==> config.mk <==
export PLATFORM = sky130hd
export DESIGN_NAME = image_sample_reduction
export DESIGN_NICKNAME = d
export VERILOG_FILES = /design/src/isr_pkg.sv /design/src/isr_divider.sv /design/src/image_sample_reduction.sv
export SDC_FILE = /design/constraint.sdc
export NUM_CORES = 1
export LEC_CHECK = 0
export ABC_AREA = 1
export BUFFER_PORTS_ARGS = -buffer_cell sky130_fd_sc_hd__buf_4
export CORE_AREA = 8 8 244 246
export CTS_CLUSTER_DIAMETER = 60
export DETAILED_ROUTE_END_ITERATION = 12
export DIE_AREA = 0 0 252 254
export PLACE_DENSITY = 0.63
export SLEW_MARGIN = 20
export SYNTH_ARGS = -nofsm -noshare
export SYNTH_HDL_FRONTEND = slang
export SYNTH_SLANG_ARGS = --single-unit
==> constraint.sdc <==
create_clock -name clk -period 7.3 [get_ports clk]
set_input_delay 0.73 -clock clk [delete_from_list [all_inputs] [get_ports clk]]
set_output_delay 0.73 -clock clk [all_outputs]
set_load 0.1 [all_outputs]
==> src/isr_pkg.sv <==
// ----------------------------------------------------------------------------
// isr_pkg
// shared types and constants for the image sample reduction block
// ----------------------------------------------------------------------------
package isr_pkg;

    localparam int SAMPLE_BITS_DEF      = 8;
    localparam int MAX_SAMPLES_LOG2_DEF = 22;
    localparam int MEAN_FRAC_BITS_DEF   = 8;

    localparam int MODE_BITS = 3;

    localparam logic [MODE_BITS-1:0] MODE_MIN      = 3'd0;
    localparam logic [MODE_BITS-1:0] MODE_MAX      = 3'd1;
    localparam logic [MODE_BITS-1:0] MODE_SUM      = 3'd2;
    localparam logic [MODE_BITS-1:0] MODE_MEAN     = 3'd3;
    localparam logic [MODE_BITS-1:0] MODE_DISTINCT = 3'd4;

    typedef enum logic [2:0]
    {
        ST_ACC,
        ST_LAST,
        ST_DIV,
        ST_HOLD,
        ST_CLEAR
    } state_t;

    typedef struct packed
    {
        logic start;
    } div_ctrl_t;

    typedef struct packed
    {
        logic busy;
        logic done;
    } div_status_t;

endpackage

==> src/isr_divider.sv <==
// ----------------------------------------------------------------------------
// isr_divider
// restoring divider, one quotient bit per cycle
// ----------------------------------------------------------------------------
module isr_divider #(
    parameter int NUM_BITS = 38,
    parameter int DEN_BITS = 23
) (
    input  logic                   clk,
    input  logic                   rst_n,
    input  isr_pkg::div_ctrl_t     ctrl,
    input  logic [NUM_BITS-1:0]    dividend,
    input  logic [DEN_BITS-1:0]    divisor,
    output isr_pkg::div_status_t   status,
    output logic [NUM_BITS-1:0]    quotient
);

    localparam int CNT_BITS = $clog2(NUM_BITS + 1);

    logic [DEN_BITS-1:0] rem_reg;
    logic [DEN_BITS-1:0] rem_next;
    logic [NUM_BITS-1:0] quo_reg;
    logic [NUM_BITS-1:0] quo_next;
    logic [DEN_BITS-1:0] den_reg;
    logic [CNT_BITS-1:0] cnt_reg;
    logic                busy_reg;
    logic                done_reg;
    logic [DEN_BITS:0]   trial;
    logic [DEN_BITS:0]   diff;
    logic                fits;

    always_comb
    begin
        trial    = {rem_reg, quo_reg[NUM_BITS-1]};
        diff     = trial - {1'b0, den_reg};
        fits     = trial >= {1'b0, den_reg};
        rem_next = fits ? diff[DEN_BITS-1:0] : trial[DEN_BITS-1:0];
        quo_next = {quo_reg[NUM_BITS-2:0], fits};
    end

    always_ff @(posedge clk or negedge rst_n)
    begin
        if (!rst_n)
        begin
            busy_reg <= 1'b0;
            done_reg <= 1'b0;
            cnt_reg  <= '0;
        end
        else
        begin
            done_reg <= 1'b0;
            if (ctrl.start)
            begin
                busy_reg <= 1'b1;
                cnt_reg  <= CNT_BITS'(NUM_BITS);
            end
            else if (busy_reg)
            begin
                cnt_reg <= cnt_reg - 1'b1;
                if (cnt_reg == CNT_BITS'(1))
                begin
                    busy_reg <= 1'b0;
                    done_reg <= 1'b1;
                end
            end
        end
    end

    always_ff @(posedge clk)
    begin
        if (ctrl.start)
        begin
            rem_reg <= '0;
            quo_reg <= dividend;
            den_reg <= divisor;
        end
        else if (busy_reg)
        begin
            rem_reg <= rem_next;
            quo_reg <= quo_next;
        end
    end

    assign status.busy = busy_reg;
    assign status.done = done_reg;
    assign quotient    = quo_reg;

endmodule

==> src/image_sample_reduction.sv <==
// ----------------------------------------------------------------------------
// image_sample_reduction
// per-frame min, max, sum, mean and distinct count over a sample stream
// ----------------------------------------------------------------------------
// one sample beat accepted per cycle while a frame streams in
// result is captured in ST_LAST and loaded into the output register in ST_HOLD;
// for the mean the bit-serial divider runs in ST_DIV between the two, and
// ST_HOLD waits while the output register is full and not taken; input is held
// off from the last beat until the seen bitmap is cleared after the result is loaded
// reset clears all statistics and the mode register, then runs the same clear
// ----------------------------------------------------------------------------
module image_sample_reduction #(
    parameter int SAMPLE_BITS      = isr_pkg::SAMPLE_BITS_DEF,
    parameter int MAX_SAMPLES_LOG2 = isr_pkg::MAX_SAMPLES_LOG2_DEF,
    parameter int MEAN_FRAC_BITS   = isr_pkg::MEAN_FRAC_BITS_DEF
) (
    input  logic                                                  clk,
    input  logic                                                  rst_n,
    input  logic                                                  cfg_wr_en,
    input  logic [isr_pkg::MODE_BITS-1:0]                         cfg_wr_data,
    input  logic                                                  s_tvalid,
    output logic                                                  s_tready,
    // sample
    input  logic [((SAMPLE_BITS+7)/8)*8-1:0]                      s_tdata,
    input  logic                                                  s_tlast,
    output logic                                                  m_tvalid,
    input  logic                                                  m_tready,
    // value
    output logic [((SAMPLE_BITS+MAX_SAMPLES_LOG2+7)/8)*8-1:0]     m_tdata,
    // overflow
    output logic                                                  m_tuser
);

    localparam int VW     = SAMPLE_BITS + MAX_SAMPLES_LOG2;
    localparam int CW     = MAX_SAMPLES_LOG2 + 1;
    localparam int DW     = SAMPLE_BITS + 1;
    localparam int NW     = VW + MEAN_FRAC_BITS;
    localparam int LEVELS = 1 << SAMPLE_BITS;
    localparam int TDW    = ((VW + 7) / 8) * 8;

    isr_pkg::state_t state_reg;
    isr_pkg::state_t state_next;

    logic [isr_pkg::MODE_BITS-1:0] mode_reg;
    logic [SAMPLE_BITS-1:0]        min_reg;
    logic [SAMPLE_BITS-1:0]        max_reg;
    logic [VW-1:0]                 sum_reg;
    logic [CW-1:0]                 count_reg;
    logic [DW-1:0]                 distinct_reg;
    logic                          ovf_reg;
    logic [SAMPLE_BITS-1:0]        clr_addr_reg;
    logic [SAMPLE_BITS-1:0]        clr_addr_next;

    logic                          seen_mem [LEVELS];
    logic                          seen_rd_reg;
    logic                          pend_reg;
    logic                          fwd_reg;
    logic [SAMPLE_BITS-1:0]        smp_reg;

    logic [VW-1:0]                 res_reg;
    logic                          res_ovf_reg;
    logic [VW-1:0]                 out_value_reg;
    logic                          out_ovf_reg;
    logic                          out_valid_reg;

    logic [SAMPLE_BITS-1:0]        sample;
    logic                          accept;
    logic [SAMPLE_BITS-1:0]        min_next;
    logic [SAMPLE_BITS-1:0]        max_next;
    logic [VW-1:0]                 sum_next;
    logic [CW-1:0]                 count_next;
    logic [DW-1:0]                 distinct_next;
    logic [DW-1:0]                 distinct_fin;
    logic                          ovf_next;
    logic                          hit;
    logic [VW-1:0]                 sel_value;
    logic                          load_out;
    logic                          mem_we;
    logic [SAMPLE_BITS-1:0]        mem_waddr;
    logic                          mem_wdata;

    isr_pkg::div_ctrl_t            div_ctrl;
    isr_pkg::div_status_t          div_status;
    logic [NW-1:0]                 div_quotient;

    assign sample    = s_tdata[SAMPLE_BITS-1:0];
    assign s_tready  = (state_reg == isr_pkg::ST_ACC);
    assign accept    = s_tvalid && s_tready;
    assign load_out  = (state_reg == isr_pkg::ST_HOLD) && (!out_valid_reg || m_tready);
    assign hit       = fwd_reg || seen_rd_reg;

    // seen bitmap, updated in the cycle after the accepted beat
    assign mem_we    = (state_reg == isr_pkg::ST_CLEAR) || pend_reg;
    assign mem_waddr = (state_reg == isr_pkg::ST_CLEAR) ? clr_addr_reg : smp_reg;
    assign mem_wdata = (state_reg != isr_pkg::ST_CLEAR);

    always_ff @(posedge clk)
    begin
        if (mem_we)
        begin
            seen_mem[mem_waddr] <= mem_wdata;
        end
        seen_rd_reg <= seen_mem[sample];
    end

    // statistics
    always_comb
    begin
        min_next      = min_reg;
        max_next      = max_reg;
        sum_next      = sum_reg;
        count_next    = count_reg;
        ovf_next      = ovf_reg;
        distinct_fin  = distinct_reg + DW'(pend_reg && !hit);
        distinct_next = distinct_fin;
        if (accept)
        begin
            if (sample < min_reg)
            begin
                min_next = sample;
            end
            if (sample > max_reg)
            begin
                max_next = sample;
            end
            if (!count_reg[CW-1])
            begin
                sum_next   = sum_reg + VW'(sample);
                count_next = count_reg + CW'(1);
            end
            else
            begin
                ovf_next = 1'b1;
            end
        end
        if (state_reg == isr_pkg::ST_LAST)
        begin
            min_next      = '1;
            max_next      = '0;
            sum_next      = '0;
            count_next    = '0;
            distinct_next = '0;
            ovf_next      = 1'b0;
        end

        case (mode_reg)
            isr_pkg::MODE_MAX:      sel_value = VW'(max_reg);
            isr_pkg::MODE_SUM:      sel_value = sum_reg;
            isr_pkg::MODE_DISTINCT: sel_value = VW'(distinct_fin);
            default:                sel_value = VW'(min_reg);
        endcase
    end

    assign div_ctrl.start = (state_reg == isr_pkg::ST_LAST) && (mode_reg == isr_pkg::MODE_MEAN);

    isr_divider #(
        .NUM_BITS (NW),
        .DEN_BITS (CW)
    ) u_divider (
        .clk      (clk),
        .rst_n    (rst_n),
        .ctrl     (div_ctrl),
        .dividend ({sum_reg, {MEAN_FRAC_BITS{1'b0}}}),
        .divisor  (count_reg),
        .status   (div_status),
        .quotient (div_quotient)
    );

    always_ff @(posedge clk or negedge rst_n)
    begin
        if (!rst_n)
        begin
            state_reg <= isr_pkg::ST_CLEAR;
        end
        else
        begin
            state_reg <= state_next;
        end
    end

    always_comb
    begin
        state_next    = state_reg;
        clr_addr_next = clr_addr_reg;
        case (state_reg)
            isr_pkg::ST_ACC:
            begin
                if (accept && s_tlast)
                begin
                    state_next = isr_pkg::ST_LAST;
                end
            end
            isr_pkg::ST_LAST:
            begin
                state_next = (mode_reg == isr_pkg::MODE_MEAN) ? isr_pkg::ST_DIV
                                                              : isr_pkg::ST_HOLD;
            end
            isr_pkg::ST_DIV:
            begin
                if (div_status.done)
                begin
                    state_next = isr_pkg::ST_HOLD;
                end
            end
            isr_pkg::ST_HOLD:
            begin
                if (load_out)
                begin
                    state_next = isr_pkg::ST_CLEAR;
                end
            end
            isr_pkg::ST_CLEAR:
            begin
                clr_addr_next = clr_addr_reg + SAMPLE_BITS'(1);
                if (&clr_addr_reg)
                begin
                    state_next = isr_pkg::ST_ACC;
                end
            end
            default:
            begin
                state_next = isr_pkg::ST_ACC;
            end
        endcase
    end

    // frame accumulators, cleared in ST_LAST as the result is captured
    always_ff @(posedge clk or negedge rst_n)
    begin
        if (!rst_n)
        begin
            mode_reg     <= isr_pkg::MODE_MIN;
            min_reg      <= '1;
            max_reg      <= '0;
            sum_reg      <= '0;
            count_reg    <= '0;
            distinct_reg <= '0;
            ovf_reg      <= 1'b0;
            clr_addr_reg <= '0;
            pend_reg     <= 1'b0;
            fwd_reg      <= 1'b0;
            smp_reg      <= '0;
        end
        else
        begin
            if (cfg_wr_en)
            begin
                mode_reg <= cfg_wr_data;
            end
            min_reg      <= min_next;
            max_reg      <= max_next;
            sum_reg      <= sum_next;
            count_reg    <= count_next;
            distinct_reg <= distinct_next;
            ovf_reg      <= ovf_next;
            clr_addr_reg <= clr_addr_next;
            pend_reg     <= accept;
            // same value as the beat being written this cycle
            fwd_reg      <= pend_reg && (smp_reg == sample);
            if (accept)
            begin
                smp_reg <= sample;
            end
        end
    end

    always_ff @(posedge clk)
    begin
        if (state_reg == isr_pkg::ST_LAST)
        begin
            res_reg     <= sel_value;
            res_ovf_reg <= ovf_reg;
        end
        else if (div_status.done)
        begin
            res_reg <= div_quotient[VW-1:0];
        end
        if (load_out)
        begin
            out_value_reg <= res_reg;
            out_ovf_reg   <= res_ovf_reg;
        end
    end

    // output register
    always_ff @(posedge clk or negedge rst_n)
    begin
        if (!rst_n)
        begin
            out_valid_reg <= 1'b0;
        end
        else if (load_out)
        begin
            out_valid_reg <= 1'b1;
        end
        else if (m_tready)
        begin
            out_valid_reg <= 1'b0;
        end
    end

    assign m_tvalid = out_valid_reg;
    assign m_tdata  = TDW'(out_value_reg);
    assign m_tuser  = out_ovf_reg;

endmodule

======== Word-level counts from Yosys, hierarchy flattened ========
Memories as Yosys holds them, arrays and structs flattened. A register that Yosys moved wholly into a read port is not among the register bits.
Index checks and enable logic that the tools add are counted.
storage, ports and cells
  memories ................................ 1
  register bits ........................... 258
  word-level logic and storage cells ...... 117
  input bits .............................. 17
  bits in writable memories ............... 256
memory list
  name      depth  bits a word  read ports  clocked after Yosys merged registers in  write ports  line                          RTL
  seen_mem  256    1            1           1                                        1            image_sample_reduction.sv:54  logic seen_mem [LEVELS];
operators by class
  $add $sub $neg .......................... 6
  mux-type cells .......................... 41
  reduce and logical (&&, ||, !) cells .... 25
  order comparisons ....................... 3
  equality and inequality tests ........... 16
operators by type and width
  cell                   number
  $mux 30                5
  $mux 23                4
  $pmux 30 s3            1
  $mux 38                2
  $mux 8                 7
  $add 30x8->30          1
  $ge 24x23->1           1
  $add 23x1->23 const B  1
  $sub 23x23->23         1
  $pmux 3 s5             1
  $mux 1                 14
  $reduce_bool 2->1      7
  $eq 3x2->1 const B     4
  $mux 3                 4
  $mux 6                 2
  $add 9x1->9            1
  $mux 9                 1
  $add 8x1->8 const B    1
  $eq 8x8->1             1
  $gt 8x8->1             1
  $lt 8x8->1             1
  $ne 2x1->1 const B     4
  $reduce_and 2->1       4
  $reduce_and 8->1       1
  11 further kinds       21

======== Logic depth before layout (Yosys ltp) ========
Gate-level depths: netlist (run 1).
  depth after elaboration ................. 6
  gate-level depth with buffers ........... 15
  gate-level depth less buffers ........... 15

======== Cells and area by module ========
From an unflattened synthesis (run 1), not the netlist that was laid out.
unflattened totals
  cell total of the unflattened synthesis .. 2,876
  area total of the unflattened synthesis .. 25,508.2 sq um
by module, submodules not included
  module                  area each (sq um)  cells each  times used  sequential area each (sq um)
  image_sample_reduction  20,043.0           2,135       1           12,182.9
  isr_divider             5,465.2            741         1           2,492.4

======== Worst setup path after synthesis (run 1) ========
OpenSTA, ideal clock, no wires.
  kind .................................... register to register
  from .................................... register state_reg[1]
  to ...................................... register u_divider.quo_reg[10] (netlist: u_divider.quotient[10]) (enable)
  clock period less this slack ............ 3,715 ps
  cell stages (with the launch flop) ...... 7
  data required time ...................... 6,894 ps
  setup slack ............................. 3,585 ps
  data arrival time ....................... 3,310 ps
  buffers on the path ..................... 1
  cells stage by stage .................... dfrtp_1 nor2_1 nand2_1 nor2_1 nor2_1 inv_1 clkbuf_1
on the way
  cells in the longest elaborated chain, start to end .. 3
RTL lines
  what                                line                           RTL
  from (decl)                         image_sample_reduction.sv:41   isr_pkg::state_t state_reg;
  from (signal assigned)              image_sample_reduction.sv:173  state_reg <= isr_pkg::ST_CLEAR;
  from (signal assigned)              image_sample_reduction.sv:177  state_reg <= state_next;
  $eq 3x1->1                          image_sample_reduction.sv:154  assign div_ctrl.start = (state_reg == isr_pkg::ST_LAST) && (mode_reg == isr_pkg::MODE_MEAN);
  $logic_and 1x1->1                   image_sample_reduction.sv:154
  net div_ctrl                        image_sample_reduction.sv:82   isr_pkg::div_ctrl_t div_ctrl;
  $reduce_bool 2->1 (no source line)  n/a
  to (signal assigned)                isr_divider.sv:74              quo_reg <= dividend;
  to (signal assigned)                isr_divider.sv:80              quo_reg <= quo_next;
  to (decl)                           isr_divider.sv:22              logic [NUM_BITS-1:0] quo_reg;
The timed path passes the listed nets, and every way through them passes these cells.
A chain may end at the register's enable or synchronous reset.

======== Worst setup path in the final report (run 1) ========
  from .................................... register state_reg[1]
  to ...................................... register sum_reg[24]
on the way
  cells in the longest elaborated chain, start to end .. 4
  elaborated cells on any way between the ends .. 7
  those cells by class .................... eq/ne (2); mux (1); reduce/logical (4)
RTL lines
  what                                line                           RTL
  $logic_not 3->1                     image_sample_reduction.sv:87   assign s_tready = (state_reg == isr_pkg::ST_ACC);
  $logic_and 1x1->1                   image_sample_reduction.sv:88   assign accept = s_tvalid && s_tready;
  net accept                          image_sample_reduction.sv:67   logic accept;
  $reduce_bool 2->1 (no source line)  n/a
  $reduce_and 2->1 (no source line)   n/a
  to (signal assigned)                image_sample_reduction.sv:252  sum_reg <= sum_next;
  to (decl)                           image_sample_reduction.sv:47   logic [VW-1:0] sum_reg;
The timed path passes the listed nets, and every way through them passes these cells.

==> summary.md, run 1 <==
| Metric | Value |
|---|---|
| Setup violations, final | 0 |
| Multi-input logic area | 0.008768 mm2 |
| Synth Instances | 2646 |
| Port bufs | 49 |
| DRC Markers | 0 |
| Final Critical Period | 3.418 ns |
| Die X | 252 um |
| Worst Tran Pin Value | 1.136 ns |
| Post-synthesis simple-gate area fraction | 24.18% |
| Outcome | finished, final reports clean |
| HPWL Detailed | 38.52 mm |
| Peak VDD IR | 0.0002109 V |
| Layout area overhead | 10.50% |
| Vias in the first global route | 18290 |
| Top FF cell, synth | edfxtp_1 |
| Worst clock skew | 0.02992 ns |
| Ratio of cells with drive above 1 in the final layout | 8.371% |
| Synth area leader | edfxtp_1 |
| Total Routing Usage GR | 19.39% |
| Total Power | 0.009724 W |
| Via density per instance | 5.404 |
| Largest family of logic cells by synthesized area | simple AND/OR/NAND/NOR gates |
| Fmax achieved | 292.6 MHz |
| Number of flops mapped to enable cells by yosys | 371 |
| Crit Path Class | reg -> reg |
| Remaining Overflow, GRT | 0 |
| # diodes | 0 |
| Compound-gate portion of the synthesized area | 7.064% |
| Most flops, register | seen_mem |
| Final hold violations | 0 |
| FF/Latch Area | 0.01460 mm2 |
| Post-synth ARST share | 21.75% |
| Total negative setup slack | 0 ns |
| Leakage | 10.87 nW |
| Dpl cell area | 0.02567 mm2 |
| Drt pass-1 iters | 5 |
| CTS sink count | 515 |
| Synth top area cells | edfxtp_1 (45%), dfrtp_1 (10%), nand2_1 (8.9%) |
| Crit. End Element | flop |
| Place WS | 3.713 ns |
| NumNets Final | 2714 |
| Largest net degree at the start of global routing | 149 |
| Worst-Skew Late Latency | 0.63 ns |
| Routed Antenna Nets | 0 |
| Clock slew at reported path FFs | 0.06 ns |
| Initial Util | 44.49% |
| Drt wl/cell | 18.11 um |
| Antenna violations before repair | 0 |
| Die area | 0.06401 mm2 |
| Post-synthesis xor/xnor area fraction | 1.272% |
| CTS tree | built |
| CP Max Fanout | 22 |
| Global-route wire length before repair | 99.98 mm |
| Fin area | 0.02740 mm2 |
| Clk buf depth | 3 |
| Mean Syn Cell Area | 9.371 um2 |
| H-tree depth | 2 |
| Yosys reg bits | 515 |
| Max transition margin | 24.26% |
| Die Y | 254 um |
| Post-synthesis cell area | 0.02480 mm2 |
| Post-CTS Setup Inserts | 0 |
| CTS Root Cell | clkbuf_16 |
| PnR worst setup slack | 3.882 ns |
| GPL Wtd Cong | 0.8892 |
| CORE AREA | 0.05573 mm2 |
| Hold Crit Class | in -> async |
| Max-cap violations | 0 |
| Startpoint Class | flop |
| Adder-Cell Fraction of Synth Area | 2.785% |
| Fill cells | 5316 |
| Max reg flops | 256 |
| Post-CTS Resized | 0 |
| Post-Route WL | 62.37 mm |
| RSZ-0062 raised after global routing | no |
| Period utilization | 46.82% |
| Max Slew Vio Count | 0 |
| Pwr/cell area | 354.9 mW/mm2 |
| Cts-stage hold buffer count | 0 |
| Via count | 18610 |
| Placement Rows | 87 |
| 1st-iter DRT viols | 1467 |
| Sequential-to-total area share from yosys stat | 58.86% |
| Worst Path Required | 7.79 ns |
| Cell variety after synth | 54 |
| Crit path DAT | 3.91 ns |
| Synth warn | 0 |
| IO Pins | 52 |
| Num CTS Buffers | 53 |
| Mux share of post-synthesis cell area | 0% |
| Yosys top cell area share | 44.93% |
layout make-up:
class / instances / share of cell area [%]
repair buffers: 65 / 1.781
inverters: 230 / 3.188
clock inverters: 26 / 0.8448
flip-flops and latches: 515 / 53.27
clock buffers: 74 / 5.462
well taps: 756 / 3.452
multi-input cells: 1778 / 32.00
Yosys cell counts (10+ instances only):
master    number
xor2_1        19
nor3_1        27
inv_1        216
dfxtp_1       32
nand3_1      301
nand2_2       16
ha_1          52
nand2_1      588
edfxtp_1     371
nor2_1       380
xnor2_1       17
buf_1         10
clkbuf_1      75
o22ai_1       68
buf_2         28
o21ai_0      115
nor2_4        12
dfrtp_1      103
a21oi_1       76
nand4_1       20
nor4_1        11
o211ai_1      13
layout by cell type, fill, tap and decap left out, drive strengths merged, types with 17 or more instances in the layout:
cell type / n
ha: 52
nand2: 612
o22ai: 68
clkinv: 23
clkbuf: 74
dfrtp: 103
edfxtp: 371
nand3: 309
xnor2: 17
dfxtp: 32
nor3: 28
nand4: 20
nor2: 397
buf: 65
o21ai: 119
inv: 229
a21oi: 77
xor2: 19
cells by family (layout without fill, tap and decap cells):
logic type / count (synthesis) / in the layout
AOI/OAI and AO/OA: 302 / 302
xor gates and xnor gates: 36 / 36
other: 1 / 2
and+or+nand+nor: 1384 / 1384
adders and majority gates: 54 / 54
buffers and inverters: 354 / 395
DFF: 515 / 515
through the flow:
stage / hold WS, ns / std cells / utilization [%]
after floorplan: 0.4003 / 2647 / -
after global placement: 0.4007 / 3344 / 46.06
after detailed placement: 0.4052 / 3344 / 46.06
after CTS: 0.1674 / 3444 / 49.16
after global routing: 0.2062 / 3444 / 49.16
final: 0.1527 / 3444 / 49.16
critical path, stage by stage (launching register included):
cell and delay (ns):
dfrtp_1 0.43, nor2_1 0.19, nand2_1 0.11, nor2_2 0.37, nand2_1 0.37, nand2_1 0.72, inv_1 0.45, nor4_1 0.43
nand2_1 0.09, nand2_1 0.07, nor2_1 0.05
report_power, final:
group / internal [W] / switching, W / leakage [nW]
Clock: 0.00151 / 0.00116 / 0.839
Combinational: 0.000789 / 0.00223 / 4.56
Sequential: 0.00378 / 0.000243 / 5.46
routing by layer:
layer	up-vias	part of all wire, %	track usage, %
met1	8995	42	25.00
met2	544	49	33.15
li1	8946	-	-
met5	-	0	0
met3	125	5.5	2.761
met4	0	3.0	6.976
worst paths after layout:
check | cells past startpoint | startpoint | end | slack (ns)
min | 1 | rst_n | u_divider.cnt_reg[3] | 0.15
max reg2reg | 10 | state_reg[1] | sum_reg[24] | 3.88
min reg2reg | 0 | res_reg[22] | out_value_reg[22] | 0.42
max | 10 | state_reg[1] | sum_reg[24] | 3.88
max in group asynchronous | 2 | rst_n | max_reg[3] | 5.84
min in group clk | 2 | m_tready | m_tvalid | 0.34
(Power assumes the default switching activity.)
==> run 2: changes to the inputs <==
- ABC_AREA: 1 -> 0
- CORE_AREA: 8 8 244 246 -> 8 8 242 244
- DIE_AREA: 0 0 252 254 -> 0 0 250 252
- PLACE_DENSITY: 0.63 -> 0.65
- clock period: 7.3 -> 2.9 ns (I/O delays scaled with it)
==> run 2 against run 1 <==
Net effect: die area is 1.6% lower; critical path depth stayed put; critical endpoint is now u_divider.rem_reg[11]; cell count is 17% lower.
==> summary.md, run 2 <==
| Metric | Value |
|---|---|
| Final Critical Period | 2.666 ns (-0.7521 ns) |
| Critical Path, Cell by Cell | inv_1, ha_1, fa_1, nand2b_1, a21oi_1, o21ai_1, a21oi_2, o21ai_2, or3b_2, a31oi_1 |
| CTS tree | built |
| HPWL Detailed | 38.87 mm (+0.89%) |
| Peak VDD IR | 0.0004912 V (+130%) |
| Synth area leader | edfxtp_1 |
| Mean Syn Cell Area | 11.85 um2 (+26%) |
| Crit path DAT | 3.18 ns (-0.73 ns) |
| Global-route wire length before repair | 92.18 mm (-7.8%) |
| Synth top area cells | edfxtp_1 (46%), dfrtp_1 (11%), mux4_2 (6.0%) |
| Post-synth ARST share | 21.75% (unchanged) |
| Fill cells | 4696 (-12%) |
| Place WS | -0.1328 ns (-3.846 ns) |
| Post-CTS Setup Inserts | 0 (unchanged) |
| Clk buf depth | 3 (unchanged) |
| Cell variety after synth | 77 (+43%) |
| Layout area overhead | 14.07% |
| Antenna violations before repair | 0 (unchanged) |
| Period utilization | 91.92% (+45 points) |
| Max transition margin | 26.67% (+2.4 points) |
| Most flops, register | seen_mem |
| Die area | 0.06300 mm2 (-1.6%) |
| Yosys reg bits | 515 (unchanged) |
| Top FF cell, synth | edfxtp_1 |
| Clock slew at reported path FFs | 0.06 ns (about the same) |
| Count leader, synth | edfxtp_1 |
| Commonest non-fill, non-tap cell in the layout | edfxtp_1 |
| Largest net degree at the start of global routing | 137 (-8.1%) |
| CP Max Fanout | 5 (-77%) |
| Mux share of post-synthesis cell area | 7.221% (+7.2 points) |
| Sequential-to-total area share from yosys stat | 60.00% (+1.1 points) |
| Compound-gate portion of the synthesized area | 9.582% (+2.5 points) |
| Post-synthesis xor/xnor area fraction | 2.880% (+1.6 points) |
| Crit-path max cell delay | 0.48 ns (-0.24 ns) |
| Synth warn | 0 (unchanged) |
| Total Power | 0.02375 W (+140%) |
| Number of flops mapped to enable cells by yosys | 371 (unchanged) |
| DRC Markers | 0 (unchanged) |
| Port bufs | 49 (unchanged) |
| IO Pins | 52 (unchanged) |
| Routed Antenna Nets | 0 (unchanged) |
| Crit. End Element | flop |
| Via density per instance | 5.761 (+6.6%) |
| PnR worst setup slack | 0.2344 ns (-3.648 ns) |
| Synth cell count leaders | edfxtp_1 (371), nor2_1 (361), nand2_1 (216) |
| Post-Route WL | 58.34 mm (-6.5%) |
| GPL Wtd Cong | 0.8604 (-3.2%) |
| CTS Root Cell | clkbuf_16 |
| Die Y | 252 um (-0.79%) |
| Vias in the first global route | 16430 (-10%) |
| Placement Rows | 86 (-1.1%) |
| Startpoint Class | flop |
| CTS sink count | 515 (unchanged) |
| NumNets Final | 2204 (-19%) |
| Worst Tran Pin Value | 1.098 ns (-0.03850 ns) |
| Die X | 250 um (-0.79%) |
| Synth Instances | 2053 (-22%) |
| Drt pass-1 iters | 6 (+1) |
| Leakage | 10.32 nW (-5.0%) |
| Ratio of cells with drive above 1 in the final layout | 15.48% (+7.1 points) |
| Initial Util | 44.50% (about the same) |
| Post-synthesis cell area | 0.02433 mm2 (-1.9%) |
| Outcome | finished, final reports clean |
| # diodes | 0 (unchanged) |
| 1st-iter DRT viols | 1606 (+9.5%) |
| CORE AREA | 0.05466 mm2 (-1.9%) |
| RSZ-0062 raised after global routing | no |
| Worst clock skew | 0.02016 ns (-0.009762 ns) |
| H-tree depth | 2 (unchanged) |
| Fmax achieved | 375.2 MHz (+28%) |
| Worst path slowest cell | or3b_2 |
| Commonest cells after routing, fill and taps aside | edfxtp_1 (371), nor2_1 (360), nand2_1 (215) |
| Num CTS Buffers | 52 (-1.9%) |
| Post-synthesis simple-gate area fraction | 14.17% (-10 points) |
| Max Slew Vio Count | 0 (unchanged) |
| Max reg flops | 256 (unchanged) |
| Final hold violations | 0 (unchanged) |
| Via count | 16560 (-11%) |
| Setup violations, final | 0 (unchanged) |
| Remaining Overflow, GRT | 0 (unchanged) |
| Largest family of logic cells by synthesized area | simple AND/OR/NAND/NOR gates |
| Crit Path Class | reg -> reg |
| Hold Crit Class | in -> reg |
| Yosys top cell area share | 45.80% (+0.87 points) |
| Worst Path Required | 3.41 ns (-4.38 ns) |
| Worst-Skew Late Latency | 0.61 ns (-0.02 ns) |
| Total Routing Usage GR | 18.30% (-1.1 points) |
| Pwr/cell area | 856.0 mW/mm2 (+140%) |
| Adder-Cell Fraction of Synth Area | 2.839% (+0.054 points) |
| Drt wl/cell | 20.29 um (+12%) |
| Max-cap violations | 0 (unchanged) |
==> run 2: cell count changes after synthesis, moves of 24 or more <==
cell | before | now
a22oi_1 | 1 | 25
xnor2_1 | 17 | 50
o21ai_0 | 115 | 70
a22o_1 | 1 | 30
nand2_1 | 588 | 216
mux4_2 | 0 | 65
nand3_1 | 301 | 66
inv_1 | 216 | 55
o22ai_1 | 68 | 2
==> run 2: where the power goes <==
part	total, W	switching [W]	internal, W
Combinational	0.00680	0.00445	0.00235
Clock	0.00684	0.00283	0.00400
Sequential	0.0101	0.000816	0.00930
==> run 2: path summary, 6_finish.rpt <==
kind	startpoint	endpoint	depth (start not counted)	slack, ns
max in group asynchronous	rst_n	count_reg[13]	3	1.89
hold reg to reg	res_reg[6]	out_value_reg[6]	0	0.42
setup reg to reg	u_divider.quotient[37]	u_divider.rem_reg[11]	10	0.23
min in group asynchronous	rst_n	clr_addr_reg[4]	2	0.16
setup / recovery	u_divider.quotient[37]	u_divider.rem_reg[11]	10	0.23
hold / removal	s_tdata[3]	smp_reg[3]	3	0.05
==> run 2: layer usage <==
layer | routed length (um) | up-vias | track usage [%]
met3 | 4712 | 99 | 4.095
met2 | 26440 | 603 | 28.56
met5 | 0 | - | 0
met4 | 1568 | 0 | 5.604
met1 | 25620 | 8225 | 25.48
li1 | - | 7635 | -
==> run 2: what timing repair did <==
item | CTS | global route
resized for setup | 0 | 6
setup endpoints to repair | 0 | 9
hold buffers | 11 | 0
endpoints found under the hold margin | 75 | 0
==> run 2: critical path, delay by kind of cell (launching register included) <==
| family | cells | cell delay (ns) |
|---|---|---|
| fa+ha+maj | 2 | 0.63 |
| flops | 1 | 0.37 |
| compound gates | 5 | 0.84 |
| simple gates | 2 | 0.68 |
| buf+inv | 1 | 0.05 |
==> run 2: per-stage QoR <==
stage	setup TNS, ns	utilization (%)	cell area [um2]	hold slack (ns)	instances
global placement	-0.06533	47.34	25880	0.2075	2772
finish	0	50.76	27750	0.04541	2875
global route	0	50.76	27750	0.02825	2875
floorplan	0	-	24340	-0.005591	2054
CTS	0	50.71	27720	0.009178	2875
detailed placement	-0.1328	47.34	25880	0.2182	2772
==> run 2: area by class of cell <==
class | instances | area, um2 | share of cell area [%]
multi-input cells | 1349 | 8971 | 32.33
clock buffers | 65 | 1424 | 5.131
repair buffers | 157 | 1348 | 4.856
flip-flops and latches | 515 | 14600 | 52.60
inverters | 58 | 222.7 | 0.8026
well taps | 704 | 880.8 | 3.174
clock inverters | 27 | 305.3 | 1.100
==> run 2: logic make-up (layout without fill, tap and decap cells) <==
logic type	after synthesis	count (layout)
AND/OR/NAND/NOR	784	784
flip-flops	515	515
AO/OA/AOI/OAI	336	336
buffers and inverters	190	307
multiplexers	93	93
XOR/XNOR	80	80
adder cells (fa/ha/maj)	54	54
other	1	2
